===== src/sv/tslr_pkg.sv =====
package tslr_pkg;

  localparam int VIDEO_BYTES    = 8192;
  localparam int SPRITE_BYTES   = 160;
  localparam int LINE_WIDTH     = 160;
  localparam int TILES_PER_LINE = 20;
  localparam int SPRITE_COUNT   = 40;
  localparam int VADDR_W        = 13;
  localparam int SADDR_W        = 8;
  localparam int GRP_W          = 5;
  localparam int CFG_AW         = 4;

  localparam logic [GRP_W-1:0]   LAST_GROUP = GRP_W'(TILES_PER_LINE - 1);
  localparam logic [VADDR_W-1:0] MAP_LOW    = 13'h1800;
  localparam logic [VADDR_W-1:0] MAP_HIGH   = 13'h1C00;
  localparam logic [VADDR_W-1:0] TILE_SIGNED_BASE = 13'h0800;

  typedef enum logic [1:0] {
    OP_VRAM_WR   = 2'd0,
    OP_SPRITE_WR = 2'd1,
    OP_RENDER    = 2'd2,
    OP_NONE      = 2'd3
  } op_t;

  typedef enum logic [1:0] {
    REG_BG_ENABLE     = 2'd0,
    REG_SPRITE_ENABLE = 2'd1,
    REG_BG_MAP_HIGH   = 2'd2,
    REG_TILE_UNSIGNED = 2'd3
  } reg_idx_t;

  typedef enum logic [4:0] {
    S_IDLE,
    S_BG_CLR,
    S_BG_MAP,
    S_BG_LO,
    S_BG_HI,
    S_BG_WR,
    S_SP_Y,
    S_SP_X,
    S_SP_T,
    S_SP_A,
    S_SP_CHK,
    S_SP_HI,
    S_SP_RD0,
    S_SP_WR0,
    S_SP_WR1,
    S_OUT_RD,
    S_OUT_LD
  } state_t;

  typedef struct packed {
    logic [1:0]  operation;
    logic [12:0] address;
    logic [7:0]  data;
    logic [7:0]  line;
  } in_item_t;

  typedef struct packed {
    logic [15:0] pixel_group;
    logic [4:0]  group_index;
    logic        last;
  } out_item_t;

  typedef struct packed {
    logic bg_enable;
    logic sprite_enable;
    logic bg_map_high;
    logic tile_data_unsigned;
  } cfg_t;

  // line buffer access from the sequencer
  typedef struct packed {
    logic             rd_en;
    logic [GRP_W-1:0] rd_addr;
    logic             wr_en;
    logic [GRP_W-1:0] wr_addr;
    logic [15:0]      wr_data;
  } line_req_t;

  // two tile bytes into eight 2-bit pixels, leftmost in bits 15:14
  function automatic logic [15:0] tile_pixels(input logic [7:0] lo, input logic [7:0] hi);
    logic [15:0] res;
    res = '0;
    for (int i = 0; i < 8; i++) begin
      res[15-2*i -: 2] = {hi[7-i], lo[7-i]};
    end
    return res;
  endfunction

  // overlay one sprite row onto one group of eight columns
  function automatic logic [15:0] sprite_merge(input logic [15:0] old, input logic [7:0] lo,
                                               input logic [7:0] hi, input logic [7:0] left,
                                               input logic [GRP_W-1:0] grp, input logic behind);
    logic [8:0]  x;
    logic [8:0]  c;
    logic [2:0]  ci;
    logic [1:0]  p;
    logic [1:0]  cur;
    logic [15:0] res;
    res = old;
    for (int i = 0; i < 8; i++) begin
      x   = {1'b0, grp, 3'(i)};
      c   = x - {1'b0, left};
      ci  = c[2:0];
      cur = old[15-2*i -: 2];
      p   = {hi[3'd7 - ci], lo[3'd7 - ci]};
      if (c[8:3] == 6'd0 && p != 2'd0 && (!behind || cur == 2'd0)) begin
        res[15-2*i -: 2] = p;
      end
    end
    return res;
  endfunction

endpackage


===== src/sv/tslr_line_buf.sv =====
module tslr_line_buf (
  input  logic                clk,
  input  tslr_pkg::line_req_t req,
  output logic [15:0]         rd_data
);

  logic [15:0] mem [tslr_pkg::TILES_PER_LINE];

  // one group of eight pixels per entry
  always_ff @(posedge clk) begin
    if (req.wr_en) begin
      mem[req.wr_addr] <= req.wr_data;
    end
  end

  always_ff @(posedge clk) begin
    if (req.rd_en) begin
      rd_data <= mem[req.rd_addr];
    end
  end

endmodule


===== config.mk =====
export PLATFORM = sky130hd
export DESIGN_NAME = tslr_line_buf
export DESIGN_NICKNAME = d
export VERILOG_FILES = /design/src/sv/tslr_pkg.sv /design/src/sv/tslr_line_buf.sv
export SDC_FILE = /design/constraint.sdc
export NUM_CORES = 1
export LEC_CHECK = 0
export BUFFER_PORTS_ARGS = -buffer_cell sky130_fd_sc_hd__buf_2
export CAP_MARGIN = 10
export CORE_UTILIZATION = 26
export CTS_CLUSTER_DIAMETER = 200
export CTS_CLUSTER_SIZE = 28
export DETAILED_ROUTE_END_ITERATION = 8
export SETUP_SLACK_MARGIN = 0.2
export SLEW_MARGIN = 40
export SYNTH_ARGS = -nofsm -noshare
export SYNTH_HDL_FRONTEND = slang
export SYNTH_SLANG_ARGS = --single-unit

===== constraint.sdc =====
create_clock -name clk -period 2.9 [get_ports clk]
set_clock_uncertainty 0.15 [all_clocks]
set_input_delay 0.87 -clock clk [delete_from_list [all_inputs] [get_ports clk]]
set_output_delay 0.87 -clock clk [all_outputs]
set_load 0.005 [all_outputs]

# Yosys cells after proc, flatten, opt, wreduce, memory -nomap -nowiden
# Memory sizes are Yosys's and may differ from the RTL's. A register that Yosys moved wholly into a read port is not among the register bits.
# Cells that the tools add are included.
# word_totals
out_inout_bits	16
mem_bits_rw	320
n_memories	1
ff_bits	0
# memory_table
name	words	word_bits	rd	rd_ports_with_merged_regs	wr	line	source
mem	20	16	1	1	1	tslr_line_buf.sv:7	logic [15:0] mem [tslr_pkg::TILES_PER_LINE];
# classes
n_mux	2
# op_table
operator	n
$mux 1	2

# Logic depth before layout (Yosys ltp)
# depth
depth_word	2
mapped_depth	8

# Worst setup path after synthesis
# Ideal clock, no wire load.
# synth_path
path_type	input to register
start	in req[17] in the netlist's numbering
end	mem mem[12][0] (enable)
setup_time_ns	0.388
t_required_ns	2.362
path_stages	2
slack_ns	0.246
path_buffers	0
t_arrival_ns	2.115
cell_sequence	or3b_2 > nor2_1
# synth_lines
element	line	source
start: declaration	tslr_line_buf.sv:3	input tslr_pkg::line_req_t req,
end: declaration	tslr_line_buf.sv:7	
# Straight into the memory's write port.

==> results by group <==
Critical path
  – CP max FO: 22
  – CP Class: input port to flip-flop
  – CP Data Arrival Time: 2430 ps
  – Worst setup SP type: input port
  – Req. time, crit path: 3000 ps
  – CP endpoint kind: flip-flop

Global route
  – Largest net degree at the start of global routing: 43
  – GRT Util Overall: 10.73%
  – GR Overflow Total: 0
  – Initial antenna violation count: 4
  – Vias in the first global route: 6479
  – First-pass GRT wire length: 40940 um

Floorplan
  – Placement Rows: 81
  – Die Y: 225.1 um
  – Number of top-level pins: 45
  – Core box area: 49050 um^2
  – Die area: 50670 um^2
  – Die width: 225.1 um
  – Initial Util: 26.38%

Clock network
  – Clk_lat worst skew: 510 ps
  – Post-CTS setup buffers: 0
  – Post-cts sizing count: 0
  – Clock-pin slew on the worst setup and hold paths: 100 ps
  – H-tree levels: 1
  – CTS tree: built
  – Bufs on Longest Clock Path: 3
  – CTS buffer count: 15
  – Root Driver: clkbuf_16
  – Hold buffer count at cts: 0
  – CTS Sinks: 336

Route
  – Final ANT Viol Nets: 0
  – Via count: 6301
  – Drt first-iter violations: 482
  – Vias per cell: 4.409
  – Drt drc: 0
  – WL/cell: 19.10 um
  – Final WL: 27300 um
  – Drt pass-1 iters: 5

Yosys
  – Seq cells post-synth: 336
  – Mapped Cells: 682
  – Synth cell types: 34
  – Sequential area share after synthesis: 77.97%
  – Top-count cell post-synth: edfxtp_1
  – Synth top area share: 77.97%
  – Mean Syn Cell Area: 18.98 um^2
  – Top cells by area, synth: edfxtp_1 (78%), mux2i_1 (7.5%), mux4_2 (2.6%)
  – Top post-synthesis cells by count: edfxtp_1 (336), mux2i_1 (97), mux2_2 (28)
  – Leading register cell type out of synthesis: edfxtp_1
  – Number of flops mapped to enable cells by yosys: 336
  – Share of flip-flops with an asynchronous set or reset: 0%
  – Area leader, netlist: edfxtp_1
  – Synth Warn #: 0
  – Net count after synthesis: 711
  – Synth Cell Area: 12940 um^2

STA
  – Final hold violations: 0
  – Post-route minimum period: 2329 ps
  – Worst-Margin Slew: 512.8 ps
  – Sum Neg Setup Slack: 0 ps
  – Fmax: 0.4294 GHz
  – # setup viols final: 0
  – Final period utilization: 80.30%
  – Worst rel slew slack: 65.61%
  – RSZ-0062 raised after global routing: false
  – Max-slew violation count: 0

Min path
  – Type of the most critical hold path: flip-flop to flip-flop

Placement
  – Detailed Place HPWL: 17630 um
  – GP Congestion: 0.7781
  – Port Buf Inserts: 44

Pwr
  – Leak: 4.801 nW
  – VDD IR max: 0.2458 mV
  – Power consumption: 0.008234 W
  – Power density over the cells: 554.8 nW/um^2

Final layout
  – Layout Nets: 794
  – Layout cells sized above 1: 23.56%
  – Layout area overhead: 14.70%

Flow run
  – Max Cap Viol: 0

Run status
  – Outcome: finished clean
==> final timing paths <==
kind,from,end,slack [ps],cells after the start
worst max-delay path,req[22],rd_data[5],570,7
worst min-delay path,mem[13][9],rd_data[9],550,3
worst max register to register,mem[15][5],rd_data[5],1020,3
worst min register to register,mem[13][9],rd_data[9],550,3
==> critical path, cell delays in order <==
cell      delay, ps
clkbuf_8        250
buf_12          230
buf_4           190
mux2i_1         190
o22ai_1         120
a211oi_1        440
o21ai_1         120
==> flip-flops by register name, indices dropped and copies added (netlist names) <==
register and flops:
mem 320, rd_data 16
==> layout by cell type, fill, tap and decap left out, types with 16 or more instances in the layout <==
cell type / instances
buf_4: 38
nor2_2: 16
mux2i_1: 97
buf_12: 16
mux2_2: 28
nand2_1: 24
o22ai_1: 25
buf_2: 43
a22oi_1: 17
edfxtp_1: 336
o21ai_0: 20
==> metrics by stage <==
stage                     cells  util, %  hold WS (ps)  instance area, um^2  worst slack, ps
after global routing       1428    30.25         587.4                14840            483.9
after floorplan             682        -         485.8                12940            246.3
after detailed placement   1412    29.47         516.0                14460            28.77
final                      1429    30.26         547.6                14840            571.3
after global placement     1411    29.45         516.5                14450            18.81
after CTS                  1428    30.25         544.2                14840            588.4
==> cell type report <==
class                           instances  area, um^2
Timing Repair Buffer                   99       845.8
Inverter                                1       3.754
Clock buffer                           15       375.4
Clock inverter                          1       8.758
Fill cell                            4803       34210
Tap cell                              664       830.8
Multi-Input combinational cell        312        2686
Antenna cell                            1       2.502
Sequential cell                       336       10090
==> metal layers <==
metal  vias up  part of all wire, %  track usage [%]
met4         6                  1.3            2.326
met3        26                  3.6            1.395
li1       2890                    -                -
met1      3281                   45            13.94
met5         -                 0.11                0
met2        98                   50            18.98
==> power by group <==
part           internal (W)  total (W)  switching, W
clock              0.000945    0.00229       0.00135
combinational      0.000200   0.000500      0.000300
sequential          0.00542    0.00544     0.0000230
total               0.00656    0.00823       0.00167
==> cells by family after synthesis <==
| family | share of synthesized area, % |
|---|---|
| AND/OR/NAND/NOR | 3.065 |
| multiplexers | 12.98 |
| AO/OA/AOI/OAI | 4.399 |
| buffers and inverters | 1.586 |
| flip-flops | 77.97 |
Note: power is estimated with default switching activity, not from simulation.
