===== config.mk =====
export PLATFORM = sky130hd
export DESIGN_NAME = tslr_sprite_ram
export DESIGN_NICKNAME = d
export VERILOG_FILES = /design/src/sv/tslr_pkg.sv /design/src/sv/tslr_sprite_ram.sv
export SDC_FILE = /design/constraint.sdc
export NUM_CORES = 1
export LEC_CHECK = 0
export ABC_AREA = 1
export BUFFER_PORTS_ARGS = -buffer_cell sky130_fd_sc_hd__buf_2
export CORE_ASPECT_RATIO = 0.5
export CORE_UTILIZATION = 35
export CTS_CLUSTER_SIZE = 10
export DETAILED_ROUTE_END_ITERATION = 6
export SKIP_CTS_REPAIR_TIMING = 1
export SLEW_MARGIN = 10
export SYNTH_ARGS = -nofsm -noshare
export SYNTH_HDL_FRONTEND = slang
export SYNTH_SLANG_ARGS = --single-unit

===== constraint.sdc =====
create_clock -name clk -period 3.7 [get_ports clk]
set_input_delay 0.555 -clock clk [delete_from_list [all_inputs] [get_ports clk]]
set_output_delay 0.555 -clock clk [all_outputs]
set_load 0.05 [all_outputs]

===== src/sv/tslr_pkg.sv =====
package tslr_pkg;

  localparam int VIDEO_BYTES    = 8192;
  localparam int SPRITE_BYTES   = 160;
  localparam int LINE_WIDTH     = 160;
  localparam int TILES_PER_LINE = 20;
  localparam int SPRITE_COUNT   = 40;
  localparam int VADDR_W        = 13;
  localparam int SADDR_W        = 8;
  localparam int GRP_W          = 5;
  localparam int CFG_AW         = 4;

  localparam logic [GRP_W-1:0]   LAST_GROUP = GRP_W'(TILES_PER_LINE - 1);
  localparam logic [VADDR_W-1:0] MAP_LOW    = 13'h1800;
  localparam logic [VADDR_W-1:0] MAP_HIGH   = 13'h1C00;
  localparam logic [VADDR_W-1:0] TILE_SIGNED_BASE = 13'h0800;

  typedef enum logic [1:0] {
    OP_VRAM_WR   = 2'd0,
    OP_SPRITE_WR = 2'd1,
    OP_RENDER    = 2'd2,
    OP_NONE      = 2'd3
  } op_t;

  typedef enum logic [1:0] {
    REG_BG_ENABLE     = 2'd0,
    REG_SPRITE_ENABLE = 2'd1,
    REG_BG_MAP_HIGH   = 2'd2,
    REG_TILE_UNSIGNED = 2'd3
  } reg_idx_t;

  typedef enum logic [4:0] {
    S_IDLE,
    S_BG_CLR,
    S_BG_MAP,
    S_BG_LO,
    S_BG_HI,
    S_BG_WR,
    S_SP_Y,
    S_SP_X,
    S_SP_T,
    S_SP_A,
    S_SP_CHK,
    S_SP_HI,
    S_SP_RD0,
    S_SP_WR0,
    S_SP_WR1,
    S_OUT_RD,
    S_OUT_LD
  } state_t;

  typedef struct packed {
    logic [1:0]  operation;
    logic [12:0] address;
    logic [7:0]  data;
    logic [7:0]  line;
  } in_item_t;

  typedef struct packed {
    logic [15:0] pixel_group;
    logic [4:0]  group_index;
    logic        last;
  } out_item_t;

  typedef struct packed {
    logic bg_enable;
    logic sprite_enable;
    logic bg_map_high;
    logic tile_data_unsigned;
  } cfg_t;

  // line buffer access from the sequencer
  typedef struct packed {
    logic             rd_en;
    logic [GRP_W-1:0] rd_addr;
    logic             wr_en;
    logic [GRP_W-1:0] wr_addr;
    logic [15:0]      wr_data;
  } line_req_t;

  // two tile bytes into eight 2-bit pixels, leftmost in bits 15:14
  function automatic logic [15:0] tile_pixels(input logic [7:0] lo, input logic [7:0] hi);
    logic [15:0] res;
    res = '0;
    for (int i = 0; i < 8; i++) begin
      res[15-2*i -: 2] = {hi[7-i], lo[7-i]};
    end
    return res;
  endfunction

  // overlay one sprite row onto one group of eight columns
  function automatic logic [15:0] sprite_merge(input logic [15:0] old, input logic [7:0] lo,
                                               input logic [7:0] hi, input logic [7:0] left,
                                               input logic [GRP_W-1:0] grp, input logic behind);
    logic [8:0]  x;
    logic [8:0]  c;
    logic [2:0]  ci;
    logic [1:0]  p;
    logic [1:0]  cur;
    logic [15:0] res;
    res = old;
    for (int i = 0; i < 8; i++) begin
      x   = {1'b0, grp, 3'(i)};
      c   = x - {1'b0, left};
      ci  = c[2:0];
      cur = old[15-2*i -: 2];
      p   = {hi[3'd7 - ci], lo[3'd7 - ci]};
      if (c[8:3] == 6'd0 && p != 2'd0 && (!behind || cur == 2'd0)) begin
        res[15-2*i -: 2] = p;
      end
    end
    return res;
  endfunction

endpackage


===== src/sv/tslr_sprite_ram.sv =====
module tslr_sprite_ram (
  input  logic                         clk,
  input  logic                         wr_en,
  input  logic [tslr_pkg::SADDR_W-1:0] wr_addr,
  input  logic [7:0]                   wr_data,
  input  logic                         rd_en,
  input  logic [tslr_pkg::SADDR_W-1:0] rd_addr,
  output logic [7:0]                   rd_data
);

  logic [7:0] mem [tslr_pkg::SPRITE_BYTES];

  always_ff @(posedge clk) begin
    if (wr_en) begin
      mem[wr_addr] <= wr_data;
    end
  end

  always_ff @(posedge clk) begin
    if (rd_en) begin
      rd_data <= mem[rd_addr];
    end
  end

endmodule


# Word-level counts from Yosys, hierarchy flattened

Memories as Yosys holds them, arrays and structs flattened. A register that Yosys moved wholly into a read port is not among the register bits.
Cells that the tools add are included.

RAM bits: 1280
Memories kept: 1
Register bits after elaboration: 0
Bits of input ports: 27
Word-level logic and storage cells: 3

Memories:

| memory | words | width | rd ports | clocked after memory_dff | write ports | line                  | RTL |
|---|---|---|---|---|---|---|---|
| mem    | 160   | 8     | 1        | 1                        | 1           | tslr_sprite_ram.sv:11 | `logic [7:0] mem [tslr_pkg::SPRITE_BYTES];` |

Multiplexer cells: 2

Operators by type and width:

| cell   | count |
|---|---|
| $mux 1 | 2 |

# Logic depth before layout (Yosys ltp)

Gate-level depths: netlist of the first run.

Word-level depth: 2
Gate-level depth with buffers: 14
Depth with buffers taken out: 11

# Worst setup path before layout of the first run

OpenSTA, ideal clock, no wires.

Kind: input to register
Start point: in wr_en
End point: mem mem[102][0] (enable)
Stages: 4
Setup time: 0.370 ns
Path buffers: 2
Slack: 1.664 ns
Arrival: 1.666 ns
Required time: 3.330 ns
Path through: clkbuf_1 > nand3_1 > clkbuf_1 > nor2_1

Longest elaborated chain between the ends: 2

RTL lines:

| element                      | line                  | RTL |
|---|---|---|
| start, declared              | tslr_sprite_ram.sv:3  | `input logic wr_en,` |
| $mux 1                       | tslr_sprite_ram.sv:14 | `if (wr_en) begin` |
| $mux 1 (not written as such) | tslr_sprite_ram.sv:15 | `mem[wr_addr] <= wr_data;` |
| end, declared                | tslr_sprite_ram.sv:11 |  |

Every way passes these cells.

==> flow_summary.toml, run 1 <==
[floorplanning]
die_w_um = 549
row_count = 99
die_h_um = 276
die_area_um2 = 151000
start_util_pct = 35.6
core_area_um2 = 147000
ios = 35

[grt]
grt_pass1_wl_um = 218000
grt_antenna_before_repair = 4
grt_max_degree = 169
groute.usage.overall_pct = 19.4
grt-ovfl-total = 0
grt_pass1_vias = 32888

[synthesis]
syn_area_um2 = 52400
synthMuxAreaShare_pct = 0
synth_seq_cells = 1288
async_flop_share_pct = 0
yosys.area_share.simple_pct = 20.2
synth-compound-area-share_pct = 2.41
syn_area_per_cell_um2 = 12.2
synth_fp_nets = 4325
synth_flop_cell = "edfxtp_1"
yosys.cell_types.count = 19
synth_cells = 4298
yosysSeqAreaShare_pct = 73.8
yosys_warnings = 0
synth_top_family_by_area = "simple AND/OR/NAND/NOR gates"
synth_fa_ha_area_share_pct = 0
synthXorXnorAreaFrac_pct = 0
synth_edf_count = 1288

[clock_tree]
clock_latency_ns = 0.76
cts_root_buffer = "clkbuf_16"
clock_path_buffers = 3
cts_max_level = 4
cts_tree = "yes"
cts_sinks = 1288
path_clk_slew_ns = 0.06
cts_made_buffers = 148

[critical_path]
r2r_end = "rd_data[7]"
critPathMaxStageDelay_ns = 0.50
path_max_fanout = 168
start_kind = "primary input"
reg2reg_slack_ns = 1.78
worstSetupPathType = "primary input to flip-flop"
cp.arrival_ns = 2.97
crit_family = "simple AND/OR/NAND/NOR gates"
crit_path_top_delay_cell = "buf_4"
cp.required_ns = 4.20
r2r_start = "mem[3][7]"
cp_common_cell = "nand3_1"
worstPathCellList = "buf_8 > clkinv_16 > buf_4 > nand2_1 > nand3_1 > nand3_1 > nand3_1 > nand3_1 > nand2_1 > nand2_1 > nand3_1 > nand3_1 > nand2_1"
crit_cells = 13
end_kind = "flip-flop"
worst_r2r_path_depth = 10
critPathBufInv = 3

[run_status]
status = "completed"

[drt]
drt_iter0_markers = 4141
via_per_inst = 5.44
drc = 0
drtAntennaViolNets = 0
routed_wirelength_um = 148000
drt_first_pass_iters = 7
routedWlPerCell_um = 23.2
dr_total_vias = 34557

[timing]
fin_crit_sh_pct = 66.5
setup_tns_ns = 0
hold_violations = 0
setup_viol = 0
rsz0062_at_grt = "no"
slew_headroom_pct = 33.3
max_freq_mhz = 406
period_needed_ns = 2.46
drv_slew = 0
final.setup_skew_ns = 0.0187
worstMarginPinSlew_ns = 0.997

[placement]
numPlacedInstances = 6183
dp_hpwl_um = 86000
place_area_um2 = 55100
portBuffers = 34
gp_congestion = 0.908

[min_path]
holdCritStartpoint = "wr_data[3]"
whs_endpoint = "mem[78][3]"
hp-class = "primary input to flip-flop"
hold_depth = 1

[finish]
drive_above_1_share_pct = 8.44
fin_area_um2 = 59000
area_growth_pct = 12.7
instances_no_fill = 6354
final_net_count = 4391

[power_and_ir_drop]
ir_drop_mv = 0.497
p_per_area_nw_per_um2 = 520
leakage_nw = 20.0
power_mw = 30.7

[flow_run]
drv_cap = 0
-- cells by family after synthesis --
logic type | after synthesis
AND/OR/NAND/NOR | 2474
AO/OA/AOI/OAI | 208
buffers and inverters | 328
flip-flops | 1288
-- metal layers --
layer / global-route usage (%) / share of wire [%] / vias to the layer above
met5: 0 / 0.0047 / -
met4: 7.61 / 3.3 / 2
met3: 3.70 / 9.3 / 274
met2: 30.5 / 46 / 1699
met1: 26.6 / 42 / 17129
li1: - / - / 15453
-- per-stage QoR --
stage	hold WS, ns	utilization, %	setup slack, ns
global route	0.165	40.1	1.05
finish	0.168	40.1	1.24
floorplan	0.654	-	1.66
CTS	0.129	40.1	1.27
detailed placement	0.947	37.4	0.466
global placement	0.950	37.4	0.485
-- worst max path at each step --
stage | startpoint | end | slack [ns]
2_1_floorplan | wr_en | mem[102][0] | 1.66
3_3_place_gp | rd_addr[1] | rd_data[7] | 0.49
3_5_place_dp | rd_addr[0] | rd_data[7] | 0.47
4_1_cts | rd_addr[0] | rd_data[7] | 1.27
5_1_grt | rd_addr[0] | rd_data[7] | 1.05
6_report | rd_addr[0] | rd_data[5] | 1.24
-- area by class of cell --
class,instances,area [um^2]
tap,1969,2460
timing repair buffer,206,1900
clock inverter,7,47.5
inverter,38,181
fill,13712,88100
clock buffer,162,3910
multi-input combinational,2682,11800
antenna,2,5.00
sequential,1288,38700
-- state kept, by name, summed over array words and instances, names as in the netlist --
name     cells
rd_data      8
mem       1280
-- synthesized netlist by cell type, types with 18 or more instances --
| cell type | count | area [um^2] |
|---|---|---|
| buf_1 | 18 | 67.6 |
| buf_2 | 122 | 611 |
| buf_4 | 51 | 383 |
| buf_6 | 36 | 405 |
| clkbuf_1 | 62 | 233 |
| edfxtp_1 | 1288 | 38700 |
| inv_1 | 34 | 128 |
| nand2_1 | 1120 | 4200 |
| nand3_1 | 1030 | 5150 |
| nor2_1 | 323 | 1210 |
| o21ai_0 | 119 | 596 |
| o221ai_1 | 48 | 420 |
-- report_power, final --
group / switching [mW] / internal (mW)
Sequential: 0.0210 / 16.1
Clock: 5.33 / 7.35
Combinational: 1.45 / 0.445
Total: 6.80 / 23.9
-- layout by cell type (no fill, tap or decap), types with 17 or more instances in the layout --
| cell type | instances |
|---|---|
| o21ai_1 | 17 |
| buf_4 | 144 |
| edfxtp_1 | 1288 |
| nor2_1 | 323 |
| nand3_1 | 1030 |
| nand2_1 | 1120 |
| buf_12 | 29 |
| inv_1 | 34 |
| buf_2 | 22 |
| o21ai_0 | 119 |
| clkbuf_16 | 155 |
| o221ai_1 | 48 |
(Power assumes the default switching activity.)
==> run 2: changes to the inputs <==
Settings changed: ABC_AREA 1 to 0.
Clock period 3.7 ns to 2.5 ns, I/O delays scaled along.
==> run 2 against run 1 <==
Net effect: global-route usage decreased by 1.4 points; wire length down 11%; final cell count fell by 23%; via count down 22%; sequential share of layout area is 1.4 points lower; synthesized cell count is 42% lower; critical endpoint is now rd_data[3]; largest cell class unchanged.
==> flow_summary.toml, run 2 <==
[run_status]
status = "completed"

[placement]
portBuffers = 34
dp_hpwl_um = 86500
gp_congestion = 0.890

[floorplanning]
core_area_um2 = 143000
die_area_um2 = 146000
row_count = 98
start_util_pct = 35.3
die_h_um = 270
ios = 35
die_w_um = 539

[finish]
final_common_cell = "edfxtp_1"
largest_register_ffs = 1280
area_growth_pct = 19.6
final_net_count = 3021
largestRegisters = "mem x1280, rd_data x8"
drive_above_1_share_pct = 31.1
final_cell_mix = "1288 x edfxtp_1, 425 x buf_4, 221 x mux4_2"
regMostFlops = "mem"

[clock_tree]
cts_root_buffer = "clkbuf_16"
cts_max_level = 4
path_clk_slew_ns = 0.05
cts_made_buffers = 147
cts_tree = "yes"
cts_sinks = 1288
clock_latency_ns = 0.78
clock_path_buffers = 3

[power_and_ir_drop]
power_mw = 45.3
ir_drop_mv = 0.712
p_per_area_nw_per_um2 = 750
leakage_nw = 19.7

[timing]
slew_headroom_pct = 45.1
rsz0062_at_grt = "yes"
max_freq_mhz = 400
final.setup_skew_ns = 0.0332
period_needed_ns = 2.50
fin_crit_sh_pct = 99.9
holdWs_ns = 0.110
hold_violations = 0
drv_slew = 0
setup_viol = 0
worstMarginPinSlew_ns = 0.823

[grt]
grt-ovfl-total = 0
grt_antenna_before_repair = 14
grt_max_degree = 161
groute.usage.overall_pct = 18.0
grt_pass1_wl_um = 190000
grt_pass1_vias = 27079

[critical_path]
end_kind = "flip-flop"
critPathMaxStageDelay_ns = 0.57
cp.arrival_ns = 3.03
critPathBufInv = 2
worstPathCellList = "mux4_1 > mux2i_1 > buf_4 > o22ai_2 > or4_4 > nor3_4 > buf_4 > nor3_1"
reg2reg_slack_ns = 0.003
worst_r2r_path_depth = 8
crit_path_top_delay_cell = "or4_4"
cp_common_cell = "buf_4"
crit_family = "simple AND/OR/NAND/NOR gates"
start_kind = "flip-flop"
worstSetupPathType = "flip-flop to flip-flop"
path_max_fanout = 1
r2r_end = "rd_data[3]"
r2r_start = "mem[122][3]"
cp.required_ns = 3.04

[synthesis]
synth_edf_count = 1288
async_flop_share_pct = 0
synth_seq_cells = 1288
yosysMostFrequentCell = "edfxtp_1"
synth_fp_nets = 2516
syn_area_per_cell_um2 = 20.3
synth_area_leader_cell = "edfxtp_1"
yosysSeqAreaShare_pct = 76.6
yosys.area.top_type_share_pct = 76.6
yosys-top-cells-area = "edfxtp_1 77%, mux4_2 9.6%, mux2i_1 3.2%"
yosys.cell_types.count = 39
synth_cells = 2489
yosys_warnings = 0
synth_flop_cell = "edfxtp_1"
syn_area_um2 = 50500
synthTopCellsByCount = "1288 x edfxtp_1, 215 x mux4_2, 184 x nor2_1"

[drt]
dr_total_vias = 26874
met1Wirelength_um = 56200
wl_met2_um = 60600
via_per_inst = 5.46
routedWlPerCell_um = 26.7
drtAntennaViolNets = 0
route.met3.wl_um = 11100
drt_iter0_markers = 3238
drc = 0
topRoutingLayerUsed = "met5"
routed_wirelength_um = 131000
drt_first_pass_iters = 7

[min_path]
whs_endpoint = "mem[90][2]"
hold_depth = 1
hp-class = "primary input to flip-flop"
holdCritStartpoint = "wr_data[2]"

[flow_run]
drv_cap = 0
==> run 2: cell count changes after synthesis, moves of 37 or more <==
cell     change
buf_4       -37
o22ai_1     +38
nor3_1      +43
mux2i_1    +160
nand3_1    -985
nor2_1     -139
buf_2      -102
mux4_2     +215
nand2_1   -1068
o21ai_0    -106
==> run 2: metrics by stage <==
stage | area (um^2) | TNS [ns] | util, % | worst slack [ns] | instances
2_1_floorplan | 50500 | 0 | - | 0.0882 | 2489
3_3_place_gp | 56200 | -5.20 | 39.3 | -0.714 | 4743
3_5_place_dp | 56200 | -5.17 | 39.3 | -0.702 | 4743
4_1_cts | 60200 | -0.715 | 42.1 | -0.306 | 4913
5_1_grt | 60300 | -0.0611 | 42.2 | -0.0428 | 4915
6_report | 60400 | 0 | 42.2 | 0.00289 | 4922
==> run 2: area by class of cell <==
cell class | instances | area (um^2)
diodes | 7 | 17.5
clock buffers | 152 | 3700
clock inverters | 18 | 343
fillers | 12397 | 82600
inverters | 3 | 11.3
multi-input cells | 1055 | 10900
flip-flops and latches | 1288 | 38700
well taps | 1900 | 2380
repair buffers | 499 | 4290
==> run 2: worst max-delay path by stage <==
stage                            from    endpoint  slack [ns]  depth (start not counted)
final                     mem[122][3]  rd_data[3]       0.003                          8
after global placement     rd_addr[0]  rd_data[7]       -0.71                         10
after CTS                 mem[121][7]  rd_data[7]       -0.31                          8
after floorplan            rd_addr[0]  rd_data[3]        0.09                          8
after global routing      mem[122][3]  rd_data[3]       -0.04                          8
after detailed placement   rd_addr[0]  rd_data[7]       -0.70                         10
==> run 2: power by group <==
group          leakage (nW)  total [mW]  internal (mW)  switching [mW]
sequential             11.6        23.9           23.8          0.0275
clock                  1.96        18.8           10.6            8.25
combinational          6.15        2.57           1.02            1.55
total                  19.7        45.3           35.4            9.83
==> run 2: layer usage <==
layer,up-vias,GRT usage [%]
met5,-,0
met4,2,5.44
met3,204,3.68
met2,1128,28.0
met1,14227,25.4
li1,11313,-
==> run 2: cell families after synthesis <==
logic type	share of synthesized area, %
mux	14.9
compound gates	3.09
simple gates	3.56
flops	76.6
buf+inv	1.83
