<file path="src/sv/tslr_pkg.sv">
package tslr_pkg;

  localparam int VIDEO_BYTES    = 8192;
  localparam int SPRITE_BYTES   = 160;
  localparam int LINE_WIDTH     = 160;
  localparam int TILES_PER_LINE = 20;
  localparam int SPRITE_COUNT   = 40;
  localparam int VADDR_W        = 13;
  localparam int SADDR_W        = 8;
  localparam int GRP_W          = 5;
  localparam int CFG_AW         = 4;

  localparam logic [GRP_W-1:0]   LAST_GROUP = GRP_W'(TILES_PER_LINE - 1);
  localparam logic [VADDR_W-1:0] MAP_LOW    = 13'h1800;
  localparam logic [VADDR_W-1:0] MAP_HIGH   = 13'h1C00;
  localparam logic [VADDR_W-1:0] TILE_SIGNED_BASE = 13'h0800;

  typedef enum logic [1:0] {
    OP_VRAM_WR   = 2'd0,
    OP_SPRITE_WR = 2'd1,
    OP_RENDER    = 2'd2,
    OP_NONE      = 2'd3
  } op_t;

  typedef enum logic [1:0] {
    REG_BG_ENABLE     = 2'd0,
    REG_SPRITE_ENABLE = 2'd1,
    REG_BG_MAP_HIGH   = 2'd2,
    REG_TILE_UNSIGNED = 2'd3
  } reg_idx_t;

  typedef enum logic [4:0] {
    S_IDLE,
    S_BG_CLR,
    S_BG_MAP,
    S_BG_LO,
    S_BG_HI,
    S_BG_WR,
    S_SP_Y,
    S_SP_X,
    S_SP_T,
    S_SP_A,
    S_SP_CHK,
    S_SP_HI,
    S_SP_RD0,
    S_SP_WR0,
    S_SP_WR1,
    S_OUT_RD,
    S_OUT_LD
  } state_t;

  typedef struct packed {
    logic [1:0]  operation;
    logic [12:0] address;
    logic [7:0]  data;
    logic [7:0]  line;
  } in_item_t;

  typedef struct packed {
    logic [15:0] pixel_group;
    logic [4:0]  group_index;
    logic        last;
  } out_item_t;

  typedef struct packed {
    logic bg_enable;
    logic sprite_enable;
    logic bg_map_high;
    logic tile_data_unsigned;
  } cfg_t;

  // line buffer access from the sequencer
  typedef struct packed {
    logic             rd_en;
    logic [GRP_W-1:0] rd_addr;
    logic             wr_en;
    logic [GRP_W-1:0] wr_addr;
    logic [15:0]      wr_data;
  } line_req_t;

  // two tile bytes into eight 2-bit pixels, leftmost in bits 15:14
  function automatic logic [15:0] tile_pixels(input logic [7:0] lo, input logic [7:0] hi);
    logic [15:0] res;
    res = '0;
    for (int i = 0; i < 8; i++) begin
      res[15-2*i -: 2] = {hi[7-i], lo[7-i]};
    end
    return res;
  endfunction

  // overlay one sprite row onto one group of eight columns
  function automatic logic [15:0] sprite_merge(input logic [15:0] old, input logic [7:0] lo,
                                               input logic [7:0] hi, input logic [7:0] left,
                                               input logic [GRP_W-1:0] grp, input logic behind);
    logic [8:0]  x;
    logic [8:0]  c;
    logic [2:0]  ci;
    logic [1:0]  p;
    logic [1:0]  cur;
    logic [15:0] res;
    res = old;
    for (int i = 0; i < 8; i++) begin
      x   = {1'b0, grp, 3'(i)};
      c   = x - {1'b0, left};
      ci  = c[2:0];
      cur = old[15-2*i -: 2];
      p   = {hi[3'd7 - ci], lo[3'd7 - ci]};
      if (c[8:3] == 6'd0 && p != 2'd0 && (!behind || cur == 2'd0)) begin
        res[15-2*i -: 2] = p;
      end
    end
    return res;
  endfunction

endpackage

</file>
<file path="src/sv/tslr_seq.sv">
module tslr_seq #(
  parameter int SPRITE_COUNT = tslr_pkg::SPRITE_COUNT
) (
  input  logic                          clk,
  input  logic                          rst_n,
  input  logic                          start,
  input  logic [7:0]                    start_line,
  input  tslr_pkg::cfg_t                cfg,
  output logic                          vram_rd_en,
  output logic [tslr_pkg::VADDR_W-1:0]  vram_rd_addr,
  input  logic [7:0]                    vram_q,
  output logic                          st_rd_en,
  output logic [tslr_pkg::SADDR_W-1:0]  st_rd_addr,
  input  logic [7:0]                    st_q,
  output tslr_pkg::line_req_t           line_req,
  input  logic [15:0]                   line_q,
  input  logic                          out_stall,
  output logic                          out_valid,
  output tslr_pkg::out_item_t           out_data,
  output logic                          idle
);

  localparam int KW = (SPRITE_COUNT > 1) ? $clog2(SPRITE_COUNT) : 1;
  localparam logic [KW-1:0] LAST_SPRITE = KW'(SPRITE_COUNT - 1);

  tslr_pkg::state_t state_r, state_nxt;

  logic [tslr_pkg::GRP_W-1:0]   grp_r;
  logic [KW-1:0]                spr_r;
  logic [7:0]                   line_r;
  logic [7:0]                   lo_r;
  logic [7:0]                   hi_r;
  logic [7:0]                   spr_y_r;
  logic [7:0]                   left_r;
  logic [7:0]                   spr_tile_r;
  logic                         behind_r;
  logic [tslr_pkg::VADDR_W-1:0] addr_r;
  logic                         out_valid_r;
  tslr_pkg::out_item_t          out_data_r;

  logic [tslr_pkg::VADDR_W-1:0] map_addr;
  logic [tslr_pkg::VADDR_W-1:0] tile_addr;
  logic [tslr_pkg::VADDR_W-1:0] spr_addr;
  logic [7:0]                   spr_top;
  logic [8:0]                   row_diff;
  logic [tslr_pkg::GRP_W-1:0]   ga;
  logic                         spr_hit;
  logic                         spr_second;
  logic                         grp_last;
  logic                         spr_last;
  logic                         out_free;
  logic [7:0]                   spr_base;

  // address arithmetic
  assign map_addr = (cfg.bg_map_high ? tslr_pkg::MAP_HIGH : tslr_pkg::MAP_LOW)
                  + {3'd0, line_r[7:3], 5'd0} + 13'(grp_r);
  assign tile_addr = cfg.tile_data_unsigned
                   ? ({1'b0, vram_q, 4'd0} + {9'd0, line_r[2:0], 1'b0})
                   : (tslr_pkg::TILE_SIGNED_BASE + {1'b0, vram_q ^ 8'h80, 4'd0}
                      + {9'd0, line_r[2:0], 1'b0});
  assign spr_top  = spr_y_r - 8'h10;
  assign row_diff = {1'b0, line_r} - {1'b0, spr_top};
  assign ga       = left_r[7:3];
  assign spr_hit  = (row_diff[8:3] == 6'd0) && (ga <= tslr_pkg::LAST_GROUP);
  assign spr_addr = {1'b0, spr_tile_r, 4'd0} + {9'd0, row_diff[2:0], 1'b0};
  assign spr_second = (left_r[2:0] != 3'd0) && (ga < tslr_pkg::LAST_GROUP);
  assign grp_last = (grp_r == tslr_pkg::LAST_GROUP);
  assign spr_last = (spr_r == LAST_SPRITE);
  assign out_free = !out_valid_r || !out_stall;
  assign spr_base = 8'(spr_r) << 2;

  // next state
  always_comb begin
    state_nxt = state_r;
    unique case (state_r)
      tslr_pkg::S_IDLE: begin
        if (start) state_nxt = cfg.bg_enable ? tslr_pkg::S_BG_MAP : tslr_pkg::S_BG_CLR;
      end
      tslr_pkg::S_BG_CLR, tslr_pkg::S_BG_WR: begin
        if (grp_last) begin
          state_nxt = cfg.sprite_enable ? tslr_pkg::S_SP_Y : tslr_pkg::S_OUT_RD;
        end else if (state_r == tslr_pkg::S_BG_WR) begin
          state_nxt = tslr_pkg::S_BG_MAP;
        end
      end
      tslr_pkg::S_BG_MAP: state_nxt = tslr_pkg::S_BG_LO;
      tslr_pkg::S_BG_LO:  state_nxt = tslr_pkg::S_BG_HI;
      tslr_pkg::S_BG_HI:  state_nxt = tslr_pkg::S_BG_WR;
      tslr_pkg::S_SP_Y:   state_nxt = tslr_pkg::S_SP_X;
      tslr_pkg::S_SP_X:   state_nxt = tslr_pkg::S_SP_T;
      tslr_pkg::S_SP_T:   state_nxt = tslr_pkg::S_SP_A;
      tslr_pkg::S_SP_A:   state_nxt = tslr_pkg::S_SP_CHK;
      tslr_pkg::S_SP_CHK: begin
        if (spr_hit) state_nxt = tslr_pkg::S_SP_HI;
        else state_nxt = spr_last ? tslr_pkg::S_OUT_RD : tslr_pkg::S_SP_Y;
      end
      tslr_pkg::S_SP_HI:  state_nxt = tslr_pkg::S_SP_RD0;
      tslr_pkg::S_SP_RD0: state_nxt = tslr_pkg::S_SP_WR0;
      tslr_pkg::S_SP_WR0: begin
        if (spr_second) state_nxt = tslr_pkg::S_SP_WR1;
        else state_nxt = spr_last ? tslr_pkg::S_OUT_RD : tslr_pkg::S_SP_Y;
      end
      tslr_pkg::S_SP_WR1: state_nxt = spr_last ? tslr_pkg::S_OUT_RD : tslr_pkg::S_SP_Y;
      tslr_pkg::S_OUT_RD: state_nxt = tslr_pkg::S_OUT_LD;
      tslr_pkg::S_OUT_LD: begin
        if (out_free) state_nxt = grp_last ? tslr_pkg::S_IDLE : tslr_pkg::S_OUT_RD;
      end
      default: state_nxt = tslr_pkg::S_IDLE;
    endcase
  end

  // memory port controls
  always_comb begin
    vram_rd_en   = 1'b0;
    vram_rd_addr = map_addr;
    st_rd_en     = 1'b0;
    st_rd_addr   = spr_base;
    line_req     = '0;
    unique case (state_r)
      tslr_pkg::S_BG_CLR: begin
        line_req.wr_en   = 1'b1;
        line_req.wr_addr = grp_r;
      end
      tslr_pkg::S_BG_MAP: vram_rd_en = 1'b1;
      tslr_pkg::S_BG_LO: begin
        vram_rd_en   = 1'b1;
        vram_rd_addr = tile_addr;
      end
      tslr_pkg::S_BG_HI: begin
        vram_rd_en   = 1'b1;
        vram_rd_addr = addr_r + 13'd1;
      end
      tslr_pkg::S_BG_WR: begin
        line_req.wr_en   = 1'b1;
        line_req.wr_addr = grp_r;
        line_req.wr_data = tslr_pkg::tile_pixels(lo_r, vram_q);
      end
      tslr_pkg::S_SP_Y: st_rd_en = 1'b1;
      tslr_pkg::S_SP_X: begin
        st_rd_en   = 1'b1;
        st_rd_addr = spr_base | 8'd1;
      end
      tslr_pkg::S_SP_T: begin
        st_rd_en   = 1'b1;
        st_rd_addr = spr_base | 8'd2;
      end
      tslr_pkg::S_SP_A: begin
        st_rd_en   = 1'b1;
        st_rd_addr = spr_base | 8'd3;
      end
      tslr_pkg::S_SP_CHK: begin
        vram_rd_en   = spr_hit;
        vram_rd_addr = spr_addr;
      end
      tslr_pkg::S_SP_HI: begin
        vram_rd_en   = 1'b1;
        vram_rd_addr = addr_r + 13'd1;
      end
      tslr_pkg::S_SP_RD0: begin
        line_req.rd_en   = 1'b1;
        line_req.rd_addr = ga;
      end
      tslr_pkg::S_SP_WR0: begin
        line_req.wr_en   = 1'b1;
        line_req.wr_addr = ga;
        line_req.wr_data = tslr_pkg::sprite_merge(line_q, lo_r, hi_r, left_r, ga, behind_r);
        line_req.rd_en   = spr_second;
        line_req.rd_addr = ga + 5'd1;
      end
      tslr_pkg::S_SP_WR1: begin
        line_req.wr_en   = 1'b1;
        line_req.wr_addr = ga + 5'd1;
        line_req.wr_data = tslr_pkg::sprite_merge(line_q, lo_r, hi_r, left_r, ga + 5'd1,
                                                  behind_r);
      end
      tslr_pkg::S_OUT_RD: begin
        line_req.rd_en   = 1'b1;
        line_req.rd_addr = grp_r;
      end
      default: ;
    endcase
  end

  // control state
  always_ff @(posedge clk) begin
    if (!rst_n) begin
      state_r     <= tslr_pkg::S_IDLE;
      out_valid_r <= 1'b0;
    end else begin
      state_r <= state_nxt;
      if (state_r == tslr_pkg::S_OUT_LD && out_free) begin
        out_valid_r <= 1'b1;
      end else if (!out_stall) begin
        out_valid_r <= 1'b0;
      end
    end
  end

  // counters and datapath
  always_ff @(posedge clk) begin
    unique case (state_r)
      tslr_pkg::S_IDLE: begin
        line_r <= start_line;
        grp_r  <= '0;
        spr_r  <= '0;
      end
      tslr_pkg::S_BG_CLR, tslr_pkg::S_BG_WR: begin
        grp_r <= grp_last ? '0 : grp_r + 5'd1;
      end
      tslr_pkg::S_BG_LO: addr_r <= tile_addr;
      tslr_pkg::S_BG_HI: lo_r <= vram_q;
      tslr_pkg::S_SP_X: spr_y_r <= st_q;
      tslr_pkg::S_SP_T: left_r <= st_q - 8'h08;
      tslr_pkg::S_SP_A: spr_tile_r <= st_q;
      tslr_pkg::S_SP_CHK: begin
        behind_r <= st_q[7];
        addr_r   <= spr_addr;
        if (!spr_hit) spr_r <= spr_r + KW'(1);
      end
      tslr_pkg::S_SP_HI: lo_r <= vram_q;
      tslr_pkg::S_SP_RD0: hi_r <= vram_q;
      tslr_pkg::S_SP_WR0: begin
        if (!spr_second) spr_r <= spr_r + KW'(1);
      end
      tslr_pkg::S_SP_WR1: spr_r <= spr_r + KW'(1);
      tslr_pkg::S_OUT_LD: begin
        if (out_free) begin
          out_data_r.pixel_group <= line_q;
          out_data_r.group_index <= grp_r;
          out_data_r.last        <= grp_last;
          grp_r                  <= grp_r + 5'd1;
        end
      end
      default: ;
    endcase
  end

  assign out_valid = out_valid_r;
  assign out_data  = out_data_r;
  assign idle      = (state_r == tslr_pkg::S_IDLE);

endmodule

</file>
<file path="config.mk">
export PLATFORM = sky130hd
export DESIGN_NAME = tslr_seq
export DESIGN_NICKNAME = d
export VERILOG_FILES = /design/src/sv/tslr_pkg.sv /design/src/sv/tslr_seq.sv
export SDC_FILE = /design/constraint.sdc
export NUM_CORES = 1
export LEC_CHECK = 0
export BUFFER_PORTS_ARGS = -buffer_cell sky130_fd_sc_hd__clkbuf_2
export CORE_MARGIN = 2
export CORE_UTILIZATION = 40
export CTS_BUF_LIST = sky130_fd_sc_hd__clkbuf_8
export CTS_CLUSTER_SIZE = 40
export DETAILED_ROUTE_END_ITERATION = 12
export PLACE_DENSITY = 0.68
export RECOVER_POWER = 100
export SLEW_MARGIN = 40
export SYNTH_ARGS = -nofsm -noshare
export SYNTH_HDL_FRONTEND = slang
export SYNTH_SLANG_ARGS = --single-unit
</file>
<file path="constraint.sdc">
create_clock -name clk -period 3.36 [get_ports clk]
set_input_delay 0.168 -clock clk [delete_from_list [all_inputs] [get_ports clk]]
set_output_delay 0.168 -clock clk [all_outputs]
set_load 0.02 [all_outputs]
</file>
Word level (Yosys, flattened, before mapping)
Index checks and enable logic that the tools add are counted.
{"block": "classes", "bitwise_logic": 1, "mux": 109, "reduce_logical": 101, "n_shift": 0, "n_eq_ne": 24, "n_mul": 0, "n_lt_le_gt_ge": 18, "n_div": 0, "addsub": 45}
{"cell": "subtractor 8 x 8 -> 9 bit", "n": 17}
{"cell": "zero test 6 bit", "n": 17}
{"cell": "binary-select mux 1 bit (select 3 bit)", "n": 32}
{"cell": "one-hot mux 5 bit (16 select lines)", "n": 1}
{"cell": "< comparator 3 x 4 -> 1 bit, second input constant", "n": 16}
{"cell": "one-hot mux 16 bit (3 select lines)", "n": 1}
{"cell": "subtractor 3 bit, first input constant", "n": 16}
{"cell": "== test 5 x 4 -> 1 bit, second input constant", "n": 8}
{"cell": "one-hot mux 13 bit (3 select lines)", "n": 1}
{"cell": "one-hot mux 6 bit (3 select lines)", "n": 2}
{"cell": "logical AND 1 bit", "n": 35}
{"cell": "2-to-1 mux 1 bit", "n": 35}
{"cell": "2-to-1 mux 2 bit", "n": 17}
{"cell": "nonzero test 2 bit", "n": 17}
{"cell": "2-to-1 mux 5 bit", "n": 6}
{"cell": "adder 12 x 4 -> 13 bit", "n": 2}
{"cell": "one-hot mux 13 bit (2 select lines)", "n": 1}
{"cell": "one-hot mux 6 bit (4 select lines)", "n": 1}
{"cell": "== test 5 x 3 -> 1 bit, second input constant", "n": 4}
{"cell": "2-to-1 mux 4 bit", "n": 5}
{"cell": "zero test 2 bit", "n": 8}
{"cell": "one-hot mux 5 bit (3 select lines)", "n": 1}
{"cell": "adder 12 x 11 -> 13 bit", "n": 1}
{"cell": "adder 12 x 12 -> 13 bit, first input constant", "n": 1}
{"cell": "31 further kinds", "n": 53}
{"block": "totals", "romBits": 0, "input_bits": 48, "regBits": 101, "mem_bits_rw": 0, "word_cells": 313, "latchBits": 0, "n_memories": 0}

Logic depth before layout (Yosys ltp)
{"block": "logic_depth", "depth_word": 10, "depth_mapped": 13, "mapped_depth_nobuf": 11}

Worst setup path after synthesis
No wires, ideal clock.
{"block": "synth_timing", "path_type": "register to output", "startpoint": "register left_r[0]", "endpoint": "output port line_req[2] (netlist name)", "setup_slack_ns": 0.295, "stages_incl_launch_ff": 13, "n_path_buf": 4, "arrival_time_ns": 2.897, "cell_sequence": "edfxtp_1 > buf_6 > buf_6 > buf_2 > inv_1 > ha_1 > clkbuf_1 > mux4_2 > nor3_1 > a211oi_1 > nor3b_1 > mux2i_1 > o21ai_0"}
{"element": "start, declared", "line_no": "tslr_seq.sv:34", "text": "logic [7:0] left_r;"}
{"element": "start signal, assigned", "line_no": "tslr_seq.sv:213", "text": "tslr_pkg::S_SP_T: left_r <= st_q - 8'h08;"}
{"element": "end, declared", "line_no": "tslr_seq.sv:15", "text": "output tslr_pkg::line_req_t line_req,"}

==> metrics.cfg <==
[status]
status=finished clean

[final_layout]
layout.nets=930
layout-drive-gt1-share_pct=16.6
synthToLayoutAreaGrowth_pct=20.7
antenna_cells=0
num-fill-cells=1600
multiInputGateArea_mm2=0.00366
seq_area_mm2=0.00294

[synth]
synthFlopType=edfxtp_1
synth_nets=770
synth_top_cell_area_share_pct=41.6
synth_top_area_cell=edfxtp_1
syn_inst=692
yosys_warnings=0
avgSynthCellArea_um2=9.81
synth-edff-count=94
synthDistinctLibCells=65
synth-seq-area-share_pct=43.3
ys_seq_elements=100
async_flop_share_pct=0
synth.area.top_cells=edfxtp_1, ha_1, nand2_1
syn_area_mm2=0.00679

[die]
rows=47
dieArea_mm2=0.0180
core_mm2=0.0166
die_w_um=134
die_y_um=134
io_pins=123
start_util_pct=40.9

[clocking]
clkTransAtPathRegs_ns=0.10
root_buffer=clkbuf_8
h-tree-depth=3
numCtsBuffers=9
cts_tree=done
clk_latency_ns=0.39
cts_buffer_depth=2
clock_sinks=100

[power_and_ir_drop]
seqPwrFrac_pct=48.7
combPwrFrac_pct=28.5
clkPwrFrac_pct=22.8
power.density_mw_per_mm2=424
ir_drop_uv=322
p_sw_share_pct=35.8
p_int_w=0.00223
power_w=0.00348
power.switching_w=0.00125
leakage_nw=3.01

[setup_path]
worst_ep_arrival_time_ns=3.11
crit_path_start_kind=register
cp_max_fo=7
path_class=reg2out
cp-end-kind=output pin
required_ns=3.19

[global_route]
grtUsageTotal_pct=20.9
grt_max_degree=36
grt_pass1_vias=5529
grt-ovfl-total=0
antenna_found_initial=0
grt_pass1_wl_um=29200

[sta]
tightest_slew_ns=1.31
fmax_mhz=305
fin_crit_sh_pct=97.5
drv_slew=0
fin_skew_ns=0.0173
hold_viol=0
setup_viol=0
finalSetupTns_ns=0
slew-limit-headroom_pct=12.9
fin_crit_ns=3.28
rsz0062_at_grt=true

[route]
firstDrtPassIters=5
drtIter0Drc=566
drcViolationCount=0
routed_wl_um=18700
via_per_inst=5.52
avgRoutedWirePerCell_um=17.4
vias=5942
ant_nets=0

[min_path]
hold_path_class=in2reg

[placed_design]
port_buffers=122
hpwl_um=13900
place.gp.congestion=0.894

[run]
max-cap-violations=0

==> cells in the mapped netlist (3+ instances only) <==
cell / n
inv_1: 29
xor2_1: 6
nand3b_1: 6
and2_1: 7
nor2_1: 55
nor3_1: 16
nor4_1: 4
o2111ai_1: 3
o211ai_1: 7
a211oi_1: 5
clkbuf_1: 23
dfxtp_1: 6
or2_2: 4
and3_1: 5
mux2_2: 14
a21o_1: 4
edfxtp_1: 94
o31ai_1: 6
nand3_1: 12
nor3b_1: 4
o21ai_1: 8
mux2i_1: 22
buf_2: 8
nand2_1: 94
o221ai_1: 6
a21boi_0: 3
xnor2_1: 9
mux4_2: 14
nand2b_1: 13
a22oi_1: 13
buf_6: 3
o21ai_0: 57
o21a_1: 6
ha_1: 29
a21oi_1: 54
nor2b_1: 9
==> placed cells by master (no fill, tap or decap), types with 6 or more instances in the layout <==
cell and n:
edfxtp_1 94, nand2_1 93, clkbuf_1 90, o21ai_0 55, nor2_1 54, a21oi_1 53
clkbuf_2 36, buf_4 30, inv_1 27, ha_1 27, dlygate4sd3_1 24, mux2i_1 22
mux4_2 14, mux2_2 14, nand2b_1 13, a22oi_1 13, nor3_1 13, nand3_1 12
o21ai_1 10, nor2b_1 9, clkbuf_8 9, xnor2_1 8, o211ai_1 7, o21a_1 6
nand3b_1 6, xor2_1 6, o31ai_1 6, dfxtp_1 6
==> logic make-up (layout without fill, tap and decap cells) <==
logic type	Yosys count	in the layout	synth area share, %
flops	100	100	43.3
buf+inv	64	229	4.02
simple gates	240	240	16.9
xor+xnor	15	15	1.93
fa+ha+maj	30	30	5.64
mux	52	52	10.7
compound gates	191	191	17.5
==> path summary, 6_finish.rpt <==
check / slack [ns] / to / start / cells past startpoint
setup reg to reg: 0.33 / spr_r[2]$_SDFFCE_PN0P_ / line_r[0]$_DFFE_PP_ / 11
setup / recovery: 0.08 / line_req[12] / left_r[3]$_DFFE_PP_ / 10
hold / removal: 0.07 / state_r[0]$_SDFFE_PN0P_ / rst_n / 3
hold reg to reg: 0.53 / addr_r[5]$_DFFE_PP_ / spr_tile_r[1]$_DFFE_PP_ / 2
==> per-layer routing <==
| metal | vias to the layer above | track usage, % | share of wire, % |
|---|---|---|---|
| met3 | 30 | 3.21 | 6.1 |
| met1 | 2813 | 28.9 | 45 |
| met4 | 0 | 7.37 | 1.9 |
| met2 | 222 | 33.5 | 48 |
| li1 | 2877 | - | - |
| met5 | - | 0 | 0 |
==> worst max-delay path, cell delays in order (launching register included) <==
cell	delay, ns
edfxtp_1	0.46
buf_6	0.16
ha_4	0.23
xnor2_4	0.14
o21a_4	0.25
nor4b_4	0.27
a211oi_4	0.13
or4_4	0.58
mux2i_1	0.14
o21ai_1	0.17
buf_4	0.18
==> timing repair <==
item | CTS | global route
buffers inserted | 5 | 9
hold endpoints to repair | 26 | 0
endpoints found under the setup margin | 14 | 15
gates resized for setup | 1 | 27
cloned | 0 | 0
hold buffers | 24 | 0
pin swaps | 0 | 11
==> metrics by stage <==
step	instance area (µm²)	setup slack, ns	utilization (%)	instances	hold WS [ns]
after detailed placement	7710	0.295	46.5	1024	0.347
after floorplan	6790	0.295	-	692	0.267
after CTS	8180	-0.00468	49.3	1069	0.0196
after global placement	7710	0.350	46.5	1024	0.345
after global routing	8200	-0.0400	49.4	1077	0.0721
final	8200	0.0846	49.4	1077	0.0670
==> final cells by class <==
cell class                      instances  area share [%]
Multi-Input combinational cell        528            44.7
Timing Repair Buffer                  184            12.4
Tap cell                              220            3.36
Clock buffer                            9            1.51
Inverter                               29            1.33
Sequential cell                       100            35.9
Clock inverter                          7           0.824
==> power groups by stage <==
stage                     clock network, W  registers, W  logic (W)
final                             0.000792       0.00169   0.000992
after global routing              0.000858       0.00172    0.00109
after CTS                         0.000816       0.00169    0.00102
after detailed placement                 0       0.00172   0.000989
after global placement                   0       0.00172   0.000987
after floorplan                          0       0.00167   0.000668
==> state kept, by name, indices dropped and copies added, names as in the netlist <==
name,flops
spr_tile_r,8
spr_y_r,8
out_valid,1
grp_r,5
lo_r,8
out_data,22
state_r,5
line_r,8
addr_r,12
behind_r,1
left_r,8
spr_r,6
hi_r,8
(Power assumes the default switching activity.)
